[config.mk]
export PLATFORM = sky130hd
export DESIGN_NAME = csm_ctrl
export DESIGN_NICKNAME = d
export VERILOG_FILES = /design/src/hdl/csm_pkg.sv /design/src/hdl/csm_ctrl.sv
export SDC_FILE = /design/constraint.sdc
export NUM_CORES = 1
export LEC_CHECK = 0
export BUFFER_PORTS_ARGS = -buffer_cell sky130_fd_sc_hd__buf_2
export CORE_AREA = 2 2 39 41
export DETAILED_ROUTE_END_ITERATION = 10
export DIE_AREA = 0 0 41 43
export SETUP_SLACK_MARGIN = 0.3
export SLEW_MARGIN = 25
export SYNTH_ARGS = -nofsm -noshare
export SYNTH_HDL_FRONTEND = slang
export SYNTH_SLANG_ARGS = --single-unit
[constraint.sdc]
create_clock -name clk -period 3.4 [get_ports clk]
set_input_delay 0.17 -clock clk [delete_from_list [all_inputs] [get_ports clk]]
set_output_delay 0.17 -clock clk [all_outputs]
set_load 0.03 [all_outputs]
[src/hdl/csm_pkg.sv]
package csm_pkg;

    // default build sizes
    localparam int MAX_SIZE_LOG2_DEF = 16;
    localparam int SAMPLE_BITS_DEF   = 16;

    // field widths
    localparam int POS_W      = 16;
    localparam int CFG_IDX_W  = 2;
    localparam int CFG_DATA_W = 16;

    // register indexes
    localparam logic [CFG_IDX_W-1:0] CFG_SIZE_LOG2      = 2'd0;
    localparam logic [CFG_IDX_W-1:0] CFG_WRITE_MODE     = 2'd1;
    localparam logic [CFG_IDX_W-1:0] CFG_GATE_THRESHOLD = 2'd2;

    // register reset values
    localparam logic [4:0]        SIZE_LOG2_RST = 5'd16;
    localparam logic [2:0]        MODE_RST      = 3'd0;
    localparam logic signed [15:0] THRESH_RST   = 16'sd16384;

    // write modes
    typedef enum logic [2:0] {
        MODE_DIRECT    = 3'd0,
        MODE_UP_ONLY   = 3'd1,
        MODE_UP_FILL   = 3'd2,
        MODE_DOWN_ONLY = 3'd3,
        MODE_DOWN_FILL = 3'd4
    } wmode_t;

    // controller to datapath
    typedef struct packed {
        logic clear_step;
        logic load_item;
        logic decide;
        logic fill_step;
        logic read_issue;
    } csm_cmd_t;

    // datapath to controller
    typedef struct packed {
        logic clear_last;
        logic fill_start;
        logic fill_last;
    } csm_stat_t;

endpackage

[src/hdl/csm_ctrl.sv]
module csm_ctrl
    import csm_pkg::*;
(
    input  logic      clk,
    input  logic      rst_n,
    input  logic      in_valid,
    output logic      in_ready,
    output logic      out_valid,
    input  logic      out_ready,
    input  csm_stat_t stat,
    output csm_cmd_t  cmd
);

    typedef enum logic [4:0] {
        S_CLEAR = 5'b00001,
        S_IDLE  = 5'b00010,
        S_WRITE = 5'b00100,
        S_FILL  = 5'b01000,
        S_READ  = 5'b10000
    } state_t;

    state_t state_reg, state_next;
    logic   out_valid_reg, out_valid_next;
    logic   out_free;

    assign out_free  = !out_valid_reg || out_ready;
    assign out_valid = out_valid_reg;

    // sequencing of one word: write phase, optional fill run, then read
    always_comb
    begin
        state_next = state_reg;
        cmd        = '0;
        in_ready   = 1'b0;
        case (state_reg)
            S_CLEAR:
            begin
                cmd.clear_step = 1'b1;
                if (stat.clear_last)
                    state_next = S_IDLE;
            end
            S_IDLE:
            begin
                in_ready = 1'b1;
                if (in_valid)
                begin
                    cmd.load_item = 1'b1;
                    state_next    = S_WRITE;
                end
            end
            S_WRITE:
            begin
                cmd.decide = 1'b1;
                state_next = stat.fill_start ? S_FILL : S_READ;
            end
            S_FILL:
            begin
                cmd.fill_step = 1'b1;
                if (stat.fill_last)
                    state_next = S_READ;
            end
            S_READ:
            begin
                if (out_free)
                begin
                    cmd.read_issue = 1'b1;
                    in_ready       = 1'b1;
                    if (in_valid)
                    begin
                        cmd.load_item = 1'b1;
                        state_next    = S_WRITE;
                    end
                    else
                    begin
                        state_next = S_IDLE;
                    end
                end
            end
            default:
            begin
                state_next = S_CLEAR;
            end
        endcase
    end

    // output word held until taken
    always_comb
    begin
        if (cmd.read_issue)
            out_valid_next = 1'b1;
        else if (out_ready)
            out_valid_next = 1'b0;
        else
            out_valid_next = out_valid_reg;
    end

    always_ff @(posedge clk or negedge rst_n)
    begin
        if (!rst_n)
        begin
            state_reg     <= S_CLEAR;
            out_valid_reg <= 1'b0;
        end
        else
        begin
            state_reg     <= state_next;
            out_valid_reg <= out_valid_next;
        end
    end

endmodule

==> flow_metrics.env <==
export IMPL_status="finished clean"
export IMPL_fmax_ghz=0.568
export IMPL_n_antenna_cell=0
export IMPL_ys_seq_elements=6
export IMPL_slew_violations=0
export IMPL_nets=74
export IMPL_period_share_pct=51.8
export IMPL_routed_wirelength_um=964
export IMPL_port_buffers=13
export IMPL_p_leak_nw=0.271
export IMPL_synth_area_per_cell_um2=8.73
export IMPL_worstSetupPathType="flip-flop to output pin"
export IMPL_p_sw_share_pct=42.6
export IMPL_ctsHtreeMaxLevel=1
export IMPL_synthToLayoutAreaGrowth_pct=20.5
export IMPL_timing_critical_path_slowest_stage_cell="dfrtp_1"
export IMPL_setup_violations=0
export IMPL_maxSlewHeadroom_pct=78.4
export IMPL_clkTransAtPathRegs_ns=0.05
export IMPL_cap_violations=0
export IMPL_drt_pass1_iterations=2
export IMPL_hpwl_um=735
export IMPL_power_switching_w=0.000156
export IMPL_crit_fanout=9
export IMPL_syn_instance_count=51
export IMPL_p_int_w=0.000211
export IMPL_synth_main_ff_cell="dfrtp_1"
export IMPL_synth_fp_nets=58
export IMPL_ios=14
export IMPL_insertion_delay_ns=0.24
export IMPL_period_minus_slack_ns=1.76
export IMPL_cts_resized=0
export IMPL_rows=14
export IMPL_critPathMaxStageDelay_ns=0.52
export IMPL_remaining_drc_errors=0
export IMPL_ir_drop_mv=0.401
export IMPL_synthTopCellsByArea="dfrtp_1 (28%), dfstp_2 (5.9%), buf_6 (5.1%), nand3_1 (4.5%), o21ai_1 (4.5%)"
export IMPL_tightestPinTransition_ns=0.324
export IMPL_hold_ws_ns=0.102
export IMPL_worstPathCellList="nor2b_1, a21oi_1, nor4_2, and2_1, buf_2"
export IMPL_die_area_mm2=0.00176
export IMPL_arrival_ns=1.59
export IMPL_hold_viol=0
export IMPL_core_area_mm2=0.00138
export IMPL_gp_congestion=0.727
export IMPL_ys_types=29
export IMPL_rsz0062_at_grt="false"
export IMPL_yosysSeqAreaShare_pct=34.0
export IMPL_combPwrFrac_pct=47.6
export IMPL_grt_pass1_wl_um=1540
export IMPL_drive_gt1_share_pct=34.8
export IMPL_via_per_inst=4.90
export IMPL_vias=402
export IMPL_p_per_area_mw_per_mm2=684
export IMPL_largest_reg_flops=5
export IMPL_drt_iter0_markers=2
export IMPL_cts_sinks=6
export IMPL_clock_path_buffers=2
export IMPL_startpoint_type="flip-flop"
export IMPL_die_y_um=43
export IMPL_numCtsBuffers=3
export IMPL_ys_warn_count=0
export IMPL_endpoint_kind="output pin"
export IMPL_hp_class="input port to flip-flop"
export IMPL_grt_overflow=0
export IMPL_synth_top_area_share_pct=28.1
export IMPL_synth_area_leader_cell="dfrtp_1"
export IMPL_p_seq_share_pct=33.2
export IMPL_cts_tree="done"
export IMPL_antenna_found_initial=0
export IMPL_cts_root_buf="clkbuf_4"
export IMPL_die_width_um=41
export IMPL_grt_max_degree=10
export IMPL_start_util_pct=32.2
export IMPL_synth_edf_count=0
export IMPL_clkPwrFrac_pct=19.1
export IMPL_nFillCells=141
export IMPL_setup_tns_final_ns=0
export IMPL_wire_per_inst_um=11.8
export IMPL_synth_most_common_cell="dfrtp_1"
export IMPL_yosys_top_cells_count="dfrtp_1 (5), nand2_1 (4), nand3_1 (4), o21ai_1 (4)"
export IMPL_worstPathRequired_ns=3.23
export IMPL_ys_async_sr_fraction_pct=100
export IMPL_grt_pass1_vias=390
export IMPL_skew_ns=0.00168
export IMPL_syn_area_um2=445
export IMPL_track_usage_pct=13.3
export IMPL_ant_nets=0
-- critical path, delay by kind of cell (launching register included) --
kind                   cells  cell delay, ns
AO/OA/AOI/OAI              1            0.09
buffers and inverters      1            0.18
flip-flops                 1            0.52
AND/OR/NAND/NOR            3            0.54
-- final timing paths --
kind	to	slack, ns	from	cells past startpoint
min in group asynchronous	out_valid	0.28	rst_n	2
max in group asynchronous	state_reg[0]	2.90	rst_n	2
worst min-delay path	state_reg[0]	0.10	stat[2]	2
worst min register to register	out_valid	0.59	out_valid	2
worst max-delay path	cmd[3]	1.64	state_reg[4]	5
worst max register to register	state_reg[4]	2.06	state_reg[1]	5
-- layer usage --
layer / GRT usage [%] / vias up / routed length (um)
li1: - / 206 / -
met1: 15.0 / 185 / 438
met2: 20.3 / 11 / 464
met3: 7.85 / 0 / 61
met4: 4.00 / 0 / 0
met5: 0 / - / 0
-- layout by cell type (no fill, tap or decap), drive strengths merged --
master and n:
dlygate4sd3 1, xor2 1, nand3 4, nor3b 1
inv 3, buf 13, nor4bb 1, nand2 4
nor4 1, nor3 2, o22ai 1, dfrtp 5
and2 3, nand2b 1, a21boi 1, nor2b 4
and2b 1, nor2 4, clkbuf 4, o211a 1
and4bb 1, a21oi 2, dfstp 1, nand3b 1
o21ai 5
-- power by group through the flow --
stage,Clock [W],Sequential [W],Combinational (W)
global placement,0,0.000122,0.000174
floorplan,0,0.000111,0.000146
detailed placement,0,0.000123,0.000175
global route,0.0000832,0.000125,0.000193
finish,0.0000703,0.000122,0.000175
CTS,0.0000741,0.000121,0.000176
-- final cells by class --
| type | instances | area, um2 | area share (%) |
|---|---|---|---|
| multi-input cells | 39 | 253 | 47.1 |
| flip-flops and latches | 6 | 151 | 28.2 |
| repair buffers | 14 | 75.1 | 14.0 |
| clock buffers | 4 | 26.3 | 4.90 |
| well taps | 16 | 20.0 | 3.73 |
| inverters | 3 | 11.3 | 2.10 |
-- stage by stage --
step	total power [W]	std cells	utilization (%)	worst slack [ns]	instance area, um2
2_1_floorplan	0.000257	51	-	1.51	445
3_3_place_gp	0.000296	77	36.2	1.96	500
3_5_place_dp	0.000297	77	36.2	1.90	500
4_1_cts	0.000372	82	38.8	1.62	537
5_1_grt	0.000401	82	38.8	1.50	537
6_report	0.000367	82	38.8	1.64	537
-- what timing repair did --
action / 4_1_cts / 5_1_grt
setup buffers: 0 / 0
hold endpoints to repair: 6 / 0
hold buffers: 1 / 0
-- logic make-up (layout without fill, tap and decap cells) --
kind of cell / Yosys count / in the layout / share of synthesized area, %
AND/OR/NAND/NOR: 28 / 28 / 41.6
buffers and inverters: 6 / 21 / 9.27
XOR/XNOR: 1 / 1 / 1.97
flip-flops: 6 / 6 / 34.0
AO/OA/AOI/OAI: 10 / 10 / 13.2
(Power assumes the default switching activity.)
